### config.mk
export PLATFORM = sky130hd
export DESIGN_NAME = rtc_three_wire_bcd_master_core
export DESIGN_NICKNAME = d
export VERILOG_FILES = /design/src/sv/rtc3w_pkg.sv /design/src/sv/rtc_three_wire_bcd_master_core.sv
export SDC_FILE = /design/constraint.sdc
export NUM_CORES = 1
export LEC_CHECK = 0
export ABC_AREA = 1
export BUFFER_PORTS_ARGS = -buffer_cell sky130_fd_sc_hd__buf_4
export CORE_MARGIN = 2
export CORE_UTILIZATION = 55
export CTS_BUF_LIST = sky130_fd_sc_hd__clkbuf_16
export CTS_CLUSTER_DIAMETER = 40
export DETAILED_ROUTE_END_ITERATION = 16
export HOLD_SLACK_MARGIN = 0.08
export PLACE_DENSITY = 0.85
export SYNTH_ARGS = -nofsm -noshare
export SYNTH_HDL_FRONTEND = slang
export SYNTH_SLANG_ARGS = --single-unit
### constraint.sdc
create_clock -name aclk -period 5.2 [get_ports aclk]
set_clock_uncertainty 0.1 [all_clocks]
set_input_delay 0.78 -clock aclk [delete_from_list [all_inputs] [get_ports aclk]]
set_output_delay 0.78 -clock aclk [all_outputs]
set_load 0.03 [all_outputs]
### src/sv/rtc3w_pkg.sv
package rtc3w_pkg;

    // Transaction phases of the serial bus sequencer.
    typedef enum logic [2:0] {
        PH_IDLE  = 3'd0,
        PH_CMD   = 3'd1,
        PH_WDATA = 3'd2,
        PH_GAP   = 3'd3,
        PH_VCMD  = 3'd4,
        PH_RDATA = 3'd5
    } phase_t;

    // Result status codes.
    typedef enum logic [1:0] {
        ST_OK       = 2'd0,
        ST_MISMATCH = 2'd1,
        ST_REJECT   = 2'd2
    } status_t;

    // Input item kinds carried on tuser.
    localparam logic REQ_NEW  = 1'b0;
    localparam logic REQ_TICK = 1'b1;

    // Time field selectors; the last one is the year.
    localparam logic [2:0] FLD_SEC     = 3'd0;
    localparam logic [2:0] FLD_MIN     = 3'd1;
    localparam logic [2:0] FLD_HOUR    = 3'd2;
    localparam logic [2:0] FLD_DATE    = 3'd3;
    localparam logic [2:0] FLD_MONTH   = 3'd4;
    localparam logic [2:0] FLD_WEEKDAY = 3'd5;
    localparam logic [2:0] FLD_LAST    = 3'd6;
    localparam logic [7:0] BCD_MAX     = 8'd99;
    localparam logic [3:0] BITS_PER_BYTE = 4'd8;
    localparam logic [7:0] READ_FLAG   = 8'h01;

    // Write command address for each time field; the read command sets bit 0.
    function automatic logic [7:0] wr_addr(input logic [2:0] f);
        logic [7:0] a;
        case (f)
            FLD_SEC:     a = 8'h80;
            FLD_MIN:     a = 8'h82;
            FLD_HOUR:    a = 8'h84;
            FLD_DATE:    a = 8'h86;
            FLD_MONTH:   a = 8'h88;
            FLD_WEEKDAY: a = 8'h8A;
            FLD_LAST:    a = 8'h8C;
            default:     a = 8'h80;
        endcase
        return a;
    endfunction

    // Tens digit mask for each BCD field.
    function automatic logic [7:0] tens_mask(input logic [2:0] f);
        logic [7:0] m;
        case (f)
            FLD_SEC, FLD_MIN:   m = 8'h70;
            FLD_HOUR, FLD_DATE: m = 8'h30;
            FLD_MONTH:          m = 8'h10;
            FLD_LAST:           m = 8'hF0;
            default:            m = 8'h00;
        endcase
        return m;
    endfunction

    // Turn a raw register byte into a decimal value; weekday passes through.
    function automatic logic [7:0] decode_field(input logic [2:0] f, input logic [7:0] raw);
        logic [7:0] masked;
        logic [3:0] tens;
        logic [3:0] nib;
        logic [3:0] units;
        logic [7:0] res;
        masked = raw & tens_mask(f);
        tens   = masked[7:4];
        nib    = raw[3:0];
        units  = (nib >= 4'd10) ? nib - 4'd10 : nib;
        if (f == FLD_WEEKDAY || f > FLD_LAST) begin
            res = raw;
        end else begin
            res = 8'({tens, 3'b000}) + 8'({tens, 1'b0}) + 8'(units);
        end
        return res;
    endfunction

    // BCD encoding of a value below 100; division by ten through a reciprocal.
    function automatic logic [7:0] encode_bcd(input logic [7:0] v);
        logic [15:0] prod;
        logic [3:0]  tens;
        logic [7:0]  rest;
        prod = 16'(v) * 16'd205;
        tens = prod[14:11];
        rest = v - (8'({tens, 3'b000}) + 8'({tens, 1'b0}));
        return {tens, rest[3:0]};
    endfunction

endpackage

### src/sv/rtc_three_wire_bcd_master_core.sv
// Channel  Direction  tuser      tdata (lowest bit first)
// s_       in         req_type   field_sel[2:0] write_req[3] write_value[11:4] data_pin[12]
// m_       out        -          chip_enable clock_pulse data_out data_drive busy_res
//                                done_res read_value[13:6] status[15:14]
//
// Every input transaction yields exactly one result transaction, computed combinationally
// from the sequencer state and held in the output register.
// A new input transaction is taken each cycle while the output register is empty or
// being drained, so sustained rate is one item per clock.
// A stall on m_ holds the result and deasserts s_tready; aresetn (synchronous, active
// low) returns the sequencer to idle and empties the output register.
module rtc_three_wire_bcd_master_core (
    input  logic        aclk,
    input  logic        aresetn,
    input  logic        s_tvalid,
    output logic        s_tready,
    input  logic        s_tuser,   // req_type
    input  logic [15:0] s_tdata,   // field_sel, write_req, write_value, data_pin
    output logic        m_tvalid,
    input  logic        m_tready,
    output logic [15:0] m_tdata    // chip_enable, clock_pulse, data_out, data_drive,
                                   // busy_res, done_res, read_value, status
);
    import rtc3w_pkg::*;

    phase_t     phase_reg, phase_next;
    logic [3:0] bit_count_reg, bit_count_next;
    logic [7:0] shift_reg, shift_next;
    logic [7:0] read_accum_reg, read_accum_next;
    logic [2:0] field_held_reg, field_held_next;
    logic       write_pending_reg, write_pending_next;
    logic [7:0] expected_reg, expected_next;
    logic [7:0] encoded_reg, encoded_next;

    logic        out_valid_reg;
    logic [15:0] out_data_reg, out_data_next;

    logic       accept;
    logic [2:0] in_field;
    logic       in_wreq;
    logic [7:0] in_wval;
    logic       in_dpin;
    logic [2:0] cur_field;
    logic [3:0] count_inc;
    logic [7:0] accum_upd;
    logic [7:0] decoded;
    logic       bad_req;

    logic       ce, clk_p, dout, drv, done;
    logic [7:0] rval;
    status_t    st;

    assign in_field = s_tdata[2:0];
    assign in_wreq  = s_tdata[3];
    assign in_wval  = s_tdata[11:4];
    assign in_dpin  = s_tdata[12];

    assign s_tready = !out_valid_reg || m_tready;
    assign accept   = s_tvalid && s_tready;

    // Shared datapath terms for the tick phases and the new-request check.
    assign cur_field = (field_held_reg > FLD_LAST) ? 3'd0 : field_held_reg;
    assign count_inc = bit_count_reg + 4'd1;
    assign accum_upd = read_accum_reg | (8'(in_dpin) << bit_count_reg[2:0]);
    assign decoded   = decode_field(cur_field, accum_upd);
    assign bad_req   = (in_field > FLD_LAST)
                     || (in_wreq && in_field != FLD_WEEKDAY && in_wval > BCD_MAX);

    // Next state of the sequencer.
    always_comb begin
        phase_next         = phase_reg;
        bit_count_next     = bit_count_reg;
        shift_next         = shift_reg;
        read_accum_next    = read_accum_reg;
        field_held_next    = field_held_reg;
        write_pending_next = write_pending_reg;
        expected_next      = expected_reg;
        encoded_next       = encoded_reg;
        if (s_tuser == REQ_NEW) begin
            if (phase_reg == PH_IDLE && !bad_req) begin
                field_held_next    = in_field;
                write_pending_next = in_wreq;
                expected_next      = in_wval;
                encoded_next       = (in_field == FLD_WEEKDAY) ? in_wval : encode_bcd(in_wval);
                shift_next         = wr_addr(in_field) | (in_wreq ? 8'h00 : READ_FLAG);
                bit_count_next     = 4'd0;
                phase_next         = PH_CMD;
            end
        end else begin
            case (phase_reg)
                PH_CMD, PH_WDATA, PH_VCMD: begin
                    shift_next     = shift_reg >> 1;
                    bit_count_next = count_inc;
                    if (count_inc >= BITS_PER_BYTE) begin
                        bit_count_next = 4'd0;
                        if (phase_reg == PH_CMD && write_pending_reg) begin
                            phase_next = PH_WDATA;
                            shift_next = encoded_reg;
                        end else if (phase_reg == PH_WDATA) begin
                            phase_next = PH_GAP;
                        end else begin
                            phase_next      = PH_RDATA;
                            read_accum_next = 8'h00;
                        end
                    end
                end
                PH_GAP: begin
                    shift_next     = wr_addr(cur_field) | READ_FLAG;
                    bit_count_next = 4'd0;
                    phase_next     = PH_VCMD;
                end
                PH_RDATA: begin
                    read_accum_next = accum_upd;
                    bit_count_next  = count_inc;
                    if (count_inc >= BITS_PER_BYTE) begin
                        bit_count_next     = 4'd0;
                        write_pending_next = 1'b0;
                        phase_next         = PH_IDLE;
                    end
                end
                default: begin
                    phase_next = PH_IDLE;
                end
            endcase
        end
    end

    // Result fields for this transaction.
    always_comb begin
        ce    = 1'b0;
        clk_p = 1'b0;
        dout  = 1'b0;
        drv   = 1'b0;
        done  = 1'b0;
        rval  = 8'h00;
        st    = ST_OK;
        if (s_tuser == REQ_NEW) begin
            ce = (phase_reg == PH_CMD) || (phase_reg == PH_WDATA)
              || (phase_reg == PH_VCMD) || (phase_reg == PH_RDATA);
            if (phase_reg != PH_IDLE) begin
                st = ST_REJECT;
            end else if (bad_req) begin
                st   = ST_REJECT;
                done = 1'b1;
            end
        end else begin
            case (phase_reg)
                PH_CMD, PH_WDATA, PH_VCMD: begin
                    ce    = 1'b1;
                    clk_p = 1'b1;
                    drv   = 1'b1;
                    dout  = shift_reg[0];
                end
                PH_RDATA: begin
                    ce    = 1'b1;
                    clk_p = 1'b1;
                    if (count_inc >= BITS_PER_BYTE) begin
                        done = 1'b1;
                        rval = decoded;
                        if (write_pending_reg && decoded != expected_reg) begin
                            st = ST_MISMATCH;
                        end
                    end
                end
                default: begin
                    ce = 1'b0;
                end
            endcase
        end
        out_data_next = {st, rval, done, (phase_next != PH_IDLE), drv, dout, clk_p, ce};
    end

    // Sequencer state registers.
    always_ff @(posedge aclk) begin
        if (!aresetn) begin
            phase_reg         <= PH_IDLE;
            bit_count_reg     <= 4'd0;
            shift_reg         <= 8'h00;
            read_accum_reg    <= 8'h00;
            field_held_reg    <= 3'd0;
            write_pending_reg <= 1'b0;
            expected_reg      <= 8'h00;
            encoded_reg       <= 8'h00;
        end else if (accept) begin
            phase_reg         <= phase_next;
            bit_count_reg     <= bit_count_next;
            shift_reg         <= shift_next;
            read_accum_reg    <= read_accum_next;
            field_held_reg    <= field_held_next;
            write_pending_reg <= write_pending_next;
            expected_reg      <= expected_next;
            encoded_reg       <= encoded_next;
        end
    end

    // Output register.
    always_ff @(posedge aclk) begin
        if (!aresetn) begin
            out_valid_reg <= 1'b0;
        end else if (accept) begin
            out_valid_reg <= 1'b1;
        end else if (m_tready) begin
            out_valid_reg <= 1'b0;
        end
    end

    always_ff @(posedge aclk) begin
        if (accept) begin
            out_data_reg <= out_data_next;
        end
    end

    assign m_tvalid = out_valid_reg;
    assign m_tdata  = out_data_reg;

endmodule

Word level (Yosys, flattened, before mapping)
Cells that the tools add are included.
W data, S select, Z words.
{"block": "totals", "ff_bits": 60, "out_inout_bits": 18, "elab_cells": 139, "in_bits": 21}
{"block": "op_classes", "add_sub_neg": 6, "mux": 50, "bitwise": 4, "n_mul": 1, "n_reduce_logical": 32, "n_lt_le_gt_ge": 6, "n_eq_ne": 26, "n_shift": 1}
{"operator": "$mux W8", "count": 11}
{"operator": "$pmux W4 S6", "count": 2}
{"operator": "$pmux W8 S2", "count": 2}
{"operator": "$pmux W8 S4", "count": 1}
{"operator": "$eq A3 B3 Y1 const B", "count": 8}
{"operator": "$mux W3", "count": 7}
{"operator": "$eq A3 B2 Y1 const B", "count": 6}
{"operator": "$mux W1", "count": 18}
{"operator": "$mux W4", "count": 4}
{"operator": "$mul A8 B8 Y15 const B", "count": 1}
{"operator": "$reduce_and A3 Y1", "count": 4}
{"operator": "$eq A3 B1 Y1 const B", "count": 3}
{"operator": "$gt A3 B3 Y1 const B", "count": 3}
{"operator": "$pmux W3 S3", "count": 1}
{"operator": "$add A7 B5 Y8", "count": 1}
{"operator": "$add A8 B4 Y8", "count": 1}
{"operator": "$and A8 B8 Y8", "count": 1}
{"operator": "$ge A4 B4 Y1 const B", "count": 2}
{"operator": "$gt A8 B7 Y1 const B", "count": 1}
{"operator": "$ne A8 B8 Y1", "count": 1}
{"operator": "$or A8 B1 Y8", "count": 1}
{"operator": "$or A8 B8 Y8", "count": 1}
{"operator": "$pmux W4 S2", "count": 1}
{"operator": "$shl A1 B3 Y8", "count": 1}
{"operator": "other kinds (23)", "count": 44}

Logic depth before layout (Yosys ltp)
Gate-level depths: netlist of run 1.
{"block": "logic_depth", "ltp_word": 15, "depth_mapped": 25, "mapped_depth_nobuf": 25}

Least setup slack after synthesis of run 1
Ideal clock, no wire load.
{"block": "synth_timing", "path_type": "input to register", "from": "input port s_tdata[5]", "to": "register encoded_reg[3]", "setup_time_ns": 0.132, "path_stages": 22, "path_slack_ns": 0.778, "required_ns": 4.968, "path_buffers": 0, "arrival_time_ns": 4.189, "path_cell_list": "ha_1 > inv_1 > fa_1 > fa_1 > inv_1 > fa_1 > ha_1 > a21oi_1 > nor2_1 > a211oi_1 > nand3b_1 > nand2_1 > inv_1 > ha_1 > nand2_1 > inv_1 > nor2_1 > inv_1 > nand2_1 > nand3_1 > nand2_1 > a21oi_1"}
{"block": "synth_via", "elab_chain_cells": 6, "elab_cells_between_ends": 10, "classes_between": "add/sub (2); mul (1); order compare (1); mux (1); reduce/logical (5)"}
{"item": "from (decl)", "line_no": "rtc_three_wire_bcd_master_core.sv:18", "source": "input logic [15:0] s_tdata,"}
{"item": "parallel branches: the longest is 6 deep, another holds $mul A8 B8 Y15"}
{"item": "to (signal assigned)", "line_no": "rtc_three_wire_bcd_master_core.sv:192", "source": "encoded_reg <= encoded_next;"}
{"item": "to (decl)", "line_no": "rtc_three_wire_bcd_master_core.sv:33", "source": "logic [7:0] encoded_reg, encoded_next;"}
Parallel ways; which one is timed is not known.
A chain may end at the register's enable or synchronous reset.

Final worst setup path of run 1
{"block": "layout_timing", "from": "input port s_tdata[5]", "to": "register encoded_reg[2]"}
The elaborated chain is that of the path after synthesis.

==> impl_metrics.py, run 1 <==
metrics = {
    "sta": {
        "hold_viol": 0,
        "clock.fmax_mhz": 215,
        "max_slew_margin_pct": 40.2,
        "setup_violations": 0,
        "slew_viol_final": 0,
        "timing.setup.tns_ns": 0,
        "rsz0062_at_grt": "false",
        "worst_pin_slew_ns": 0.895,
        "layout_worst_path_cycle_share_pct": 89.6,
        "min_period_ns": 4.66,
    },
    "floorplan": {
        "ios": 39,
        "fp.dieW_um": 96.5,
        "core_area_mm2": 0.00826,
        "row_count": 33,
        "die_h_um": 96.5,
        "die_area_mm2": 0.00930,
        "start_util_pct": 56.9,
    },
    "drt": {
        "routedWlPerCell_um": 14.6,
        "antenna_left": 0,
        "totalWireLength_mm": 11.3,
        "num_vias": 4275,
        "drt_pass1_iterations": 4,
        "dr.first_iter.drc_count": 294,
        "viasPerCell": 5.55,
        "drc_errors": 0,
    },
    "placed_design": {
        "dpl.hpwl_mm": 8.67,
        "place_area_mm2": 0.00505,
        "place_congestion": 0.923,
        "io_buffers": 35,
    },
    "layout": {
        "design_area_mm2": 0.00533,
        "layout_commonest_cell": "inv_1",
        "antenna_cells": 0,
        "final_cell_mix": "inv_1, nand2_1, a21oi_1",
        "fin_nets": 748,
        "final_util_pct": 64.5,
        "largest_reg_flops": 16,
        "drive_gt1_share_pct": 12.0,
        "area_delta_synth_final_pct": 13.3,
    },
    "outcome": {
        "status": "completed",
    },
    "synth": {
        "yosys-top-cells-area": "dfxtp_1, ha_1, edfxtp_1",
        "async_flop_share_pct": 0,
        "yosys.area.top_type": "dfxtp_1",
        "syn_area_per_cell_um2": 7.53,
        "synthesis.area_mm2": 0.00470,
        "synth_edf_count": 16,
        "synth-seq-cells": 60,
        "syn_inst": 624,
        "synth_warnings": 0,
        "synth_seq_area_share_pct": 29.0,
        "synth_flop_cell": "dfxtp_1",
        "yosysUniqueCellTypes": 47,
        "netlist.area_leader.share_pct": 18.7,
        "syn-num-nets": 712,
    },
    "power_and_ir_drop": {
        "p_leak_nw": 2.66,
        "p_clk_share_pct": 32.0,
        "p_per_area_mw_per_mm2": 323,
        "peakVddDrop_v": 0.000222,
        "comb_power_share_pct": 37.2,
        "switchingPower_w": 0.000605,
        "power_frac_seq_pct": 30.8,
        "switching_share_pct": 35.2,
        "intPower_w": 0.00111,
    },
    "run": {
        "maxCapViolCount": 0,
    },
    "global_routing": {
        "grt_pass1_wl_mm": 18.7,
        "grt_max_degree": 30,
        "antenna_found_initial": 0,
        "grt_pass1_vias": 4167,
        "overflow": 0,
        "grt_use_total_pct": 26.2,
    },
    "setup_path": {
        "critPathKind": "primary input to flip-flop",
        "cp-end-kind": "flip-flop",
        "crit_path_max_fanout": 6,
        "arrival_ns": 4.73,
        "critPathLaunchType": "primary input",
        "required_ns": 5.27,
    },
    "clocking": {
        "cts-buffers-inserted": 9,
        "cts_tree": "yes",
        "cts.sinks": 60,
        "clock_latency_ns": 0.32,
        "clk_pin_slew_worst_paths_ns": 0.05,
        "cts.root.buffer_cell": "clkbuf_16",
        "post_cts_buffers": 0,
        "hold_buffers": 0,
        "cts_resized": 0,
        "htreeDepth": 3,
        "clockBufferDepth": 2,
    },
    "hold_path": {
        "holdCritPathClass": "flip-flop to flip-flop",
    },
}
## metrics by stage
stage	hold WS (ns)	std cells	setup WS [ns]	power, W
3_3_place_gp	0.340	754	0.397	0.00113
2_1_floorplan	0.325	624	0.778	0.00101
6_report	0.350	770	0.542	0.00172
4_1_cts	0.354	770	0.527	0.00172
5_1_grt	0.384	770	0.232	0.00184
3_5_place_dp	0.346	754	0.203	0.00117
## layout make-up
class	instances	area (µm²)
inverters	123	464
clock buffers	9	225
repair buffers	35	263
well taps	105	131
flip-flops and latches	60	1360
fillers	678	2930
clock inverters	7	52.6
multi-input cells	431	2830
## critical path, stage by stage
cell and delay, ns:
buf_4 0.14, ha_1 0.32, inv_1 0.07, fa_1 0.49
fa_1 0.52, inv_1 0.07, fa_1 0.43, ha_1 0.33
a21oi_1 0.14, nor2_1 0.06, a211oi_1 0.24, nand3b_1 0.13
nand2_1 0.08, inv_1 0.04, ha_1 0.30, xor2_1 0.18
o21ai_0 0.10, o21ai_0 0.21, a21oi_1 0.08
## cells by family (layout without fill, tap and decap cells)
| logic type | Yosys count | count (layout) | share of synthesized area, % |
|---|---|---|---|
| and+or+nand+nor | 217 | 217 | 21.7 |
| buffers and inverters | 133 | 174 | 10.9 |
| AOI/OAI and AO/OA | 128 | 128 | 14.9 |
| adders and majority gates | 67 | 67 | 19.9 |
| DFF | 60 | 60 | 29.0 |
| xor gates and xnor gates | 19 | 19 | 3.70 |
## path summary, 6_finish.rpt
check / start / to / slack [ns] / cells past startpoint
max: s_tdata[5] / encoded_reg[2] / 0.54 / 19
max reg2reg: bit_count_reg[2] / m_tdata[14] / 1.06 / 16
min reg2reg: shift_reg[6] / shift_reg[6] / 0.35 / 2
min: shift_reg[6] / shift_reg[6] / 0.35 / 2
## power by group through the flow
stage                     registers, W  logic (W)  clock network [W]
after floorplan               0.000553   0.000453                  0
after global placement        0.000537   0.000591                  0
after detailed placement      0.000539   0.000628                  0
after CTS                     0.000530   0.000635           0.000553
after global routing          0.000534   0.000726           0.000577
final                         0.000530   0.000640           0.000549
## layer usage
layer	up-vias	track usage, %	share of wire (%)	wire length, µm
met5	-	0	0	0
met4	0	9.27	2.0	221
met3	28	5.35	5.0	569
met2	158	46.0	50	5610
met1	1982	31.7	43	4870
li1	2107	-	-	-
## cells in the mapped netlist (2+ instances only)
| cell type | n |
|---|---|
| a21oi_1 | 59 |
| clkinv_1 | 2 |
| ha_1 | 54 |
| o21ai_1 | 8 |
| nand3_2 | 5 |
| a211oi_1 | 4 |
| a21oi_2 | 2 |
| nor2_2 | 2 |
| nand2_1 | 109 |
| nand3_1 | 33 |
| buf_2 | 2 |
| o21bai_1 | 2 |
| nor2_1 | 41 |
| inv_2 | 9 |
| inv_1 | 111 |
| o2111ai_1 | 2 |
| fa_1 | 13 |
| nand2_2 | 3 |
| nor3_1 | 5 |
| buf_4 | 2 |
| xor2_1 | 13 |
| nand4_1 | 6 |
| o211ai_1 | 2 |
| dfxtp_1 | 44 |
| or2_2 | 3 |
| o22ai_1 | 3 |
| nor2_4 | 3 |
| clkbuf_1 | 5 |
| xnor2_1 | 5 |
| edfxtp_1 | 16 |
| o21ai_0 | 40 |
No activity file was read; power rests on OpenSTA's default activity.
==> run 2, diff against run 1 <==
Settings changed: ABC_AREA 1 to 0, CTS_CLUSTER_DIAMETER 40 to not set.
==> impl_metrics.py, run 2 <==
metrics = {
    "global_routing": {
        "grt_pass1_wl_mm": 16.8,
        "grt_pass1_vias": 3707,
        "grt_use_total_pct": 23.9,
        "antenna_found_initial": 0,
        "grt_max_degree": 31,
        "overflow": 0,
    },
    "setup_path": {
        "crit_start": "s_tdata[6]",
        "required_ns": 5.36,
        "ff2ff_setup_slack_ns": 1.15,
        "arrival_ns": 4.80,
        "cp-end-kind": "flip-flop",
        "crit_path_max_fanout": 6,
        "critPathLaunchType": "primary input",
        "slowest_stage": "fa_1",
        "path_cells": "buf_4 > ha_1 > inv_1 > fa_1 > fa_1 > inv_1 > fa_1 > ha_1 > o21ai_0 > a22oi_1 > o21ai_1 > xnor2_1 > ha_1 > nand2_1 > nand2_1 > xnor3_1 > a31oi_1",
        "r2r-start": "bit_count_reg[2]",
        "max_stage_delay_ns": 0.53,
        "critPathKind": "primary input to flip-flop",
    },
    "synth": {
        "yosysUniqueCellTypes": 60,
        "synth_common_cells": "inv_1, ha_1, nand2_1",
        "synth_warnings": 0,
        "synth_edf_count": 16,
        "netlist.area_leader.share_pct": 19.4,
        "yosysMostFrequentCell": "inv_1",
        "synth-seq-cells": 60,
        "synth_flop_cell": "dfxtp_1",
        "yosys-top-cells-area": "dfxtp_1, ha_1, edfxtp_1",
        "synth_seq_area_share_pct": 30.0,
        "syn_area_per_cell_um2": 8.69,
        "syn-num-nets": 611,
        "yosys.area.top_type": "dfxtp_1",
        "synthesis.area_mm2": 0.00454,
        "syn_inst": 523,
        "async_flop_share_pct": 0,
    },
    "floorplan": {
        "ios": 39,
        "die_area_mm2": 0.00901,
        "core_area_mm2": 0.00809,
        "fp.dieW_um": 94.9,
        "start_util_pct": 56.2,
        "die_h_um": 94.9,
        "row_count": 33,
    },
    "clocking": {
        "htreeDepth": 3,
        "clk_pin_slew_worst_paths_ns": 0.05,
        "clock_latency_ns": 0.33,
        "hold_buffers": 0,
        "cts_tree": "yes",
        "post_cts_buffers": 0,
        "cts.sinks": 60,
        "cts.root.buffer_cell": "clkbuf_16",
        "clockBufferDepth": 2,
        "cts_resized": 0,
        "cts-buffers-inserted": 9,
    },
    "power_and_ir_drop": {
        "finalPower_w": 0.00161,
        "power_frac_seq_pct": 32.2,
        "intPower_w": 0.00111,
        "switchingPower_w": 0.000506,
        "switching_share_pct": 31.3,
        "p_per_area_mw_per_mm2": 312,
        "p_clk_share_pct": 36.8,
        "p_leak_nw": 2.35,
        "peakVddDrop_v": 0.000215,
        "comb_power_share_pct": 31.0,
    },
    "layout": {
        "design_area_mm2": 0.00517,
        "antenna_cells": 0,
        "largest_reg_flops": 16,
        "final_cell_mix": "inv_1, ha_1, nand2_1",
        "drive_gt1_share_pct": 12.3,
        "layout_commonest_cell": "inv_1",
        "area_delta_synth_final_pct": 13.7,
        "fin_nets": 638,
    },
    "sta": {
        "timing.setup.tns_ns": 0,
        "setup_violations": 0,
        "layout_worst_path_cycle_share_pct": 89.2,
        "hold_viol": 0,
        "min_period_ns": 4.64,
        "max_slew_margin_pct": 38.6,
        "slew_viol_final": 0,
        "worst_pin_slew_ns": 0.920,
        "rsz0062_at_grt": "false",
        "clock.fmax_mhz": 216,
    },
    "hold_path": {
        "worstHoldStart": "read_accum_reg[2]",
        "holdCritPathClass": "flip-flop to flip-flop",
    },
    "outcome": {
        "status": "completed",
    },
    "drt": {
        "drt_pass1_iterations": 4,
        "dr.first_iter.drc_count": 151,
        "antenna_left": 0,
        "drc_errors": 0,
        "viasPerCell": 5.84,
        "num_vias": 3853,
        "totalWireLength_mm": 9.98,
        "routedWlPerCell_um": 15.1,
    },
    "run": {
        "maxCapViolCount": 0,
    },
    "placed_design": {
        "io_buffers": 35,
        "dpl.hpwl_mm": 7.41,
        "place_area_mm2": 0.00486,
        "place_congestion": 0.836,
    },
}
[run 2: cells by family after synthesis]
logic type / after synthesis / share of synthesized area (%)
simple gates: 146 / 15.6
compound gates: 126 / 17.1
buf+inv: 78 / 6.77
fa+ha+maj: 67 / 20.6
flops: 60 / 30.0
xor+xnor: 27 / 5.67
mux: 19 / 4.24
[run 2: final cells by class]
class                           count  area (µm²)
Sequential cell                    60        1360
Tap cell                          105         131
Inverter                           57         214
Clock buffer                       11         275
Fill cell                         674        2930
Clock inverter                      5        31.3
Timing Repair Buffer               37         278
Multi-Input combinational cell    385        2880
[run 2: critical path: cells and delay by family]
kind / cells / cell delay, ns
compound gates: 4 / 0.56
fa+ha+maj: 6 / 2.41
simple gates: 2 / 0.14
buf+inv: 3 / 0.27
xor+xnor: 2 / 0.64
[run 2: path summary, 6_finish.rpt]
kind,endpoint,depth (start not counted)
setup / recovery,encoded_reg[3],17
hold / removal,read_accum_reg[2],2
setup reg to reg,m_tdata[14],15
hold reg to reg,read_accum_reg[2],2
[run 2: through the flow]
stage / setup slack (ns) / utilization, % / hold WS, ns / instances
after detailed placement: 0.261 / 60.0 / 0.347 / 644
after global placement: 0.318 / 60.0 / 0.338 / 644
after floorplan: 0.743 / - / 0.327 / 523
final: 0.562 / 63.8 / 0.357 / 660
after global routing: 0.280 / 63.8 / 0.373 / 660
after CTS: 0.584 / 63.8 / 0.354 / 660
[run 2: routing by layer]
metal,wire length [µm],vias up,global-route usage (%)
met4,207,0,11.7
met3,336,18,3.67
met2,5260,81,42.9
met5,0,-,0
li1,-,1867,-
met1,4180,1887,27.5
[run 2: power by group through the flow]
stage,logic [W],registers (W),clock network [W]
after floorplan,0.000369,0.000538,0
after global routing,0.000572,0.000522,0.000622
final,0.000501,0.000520,0.000594
after detailed placement,0.000497,0.000529,0
after global placement,0.000473,0.000527,0
after CTS,0.000500,0.000519,0.000595
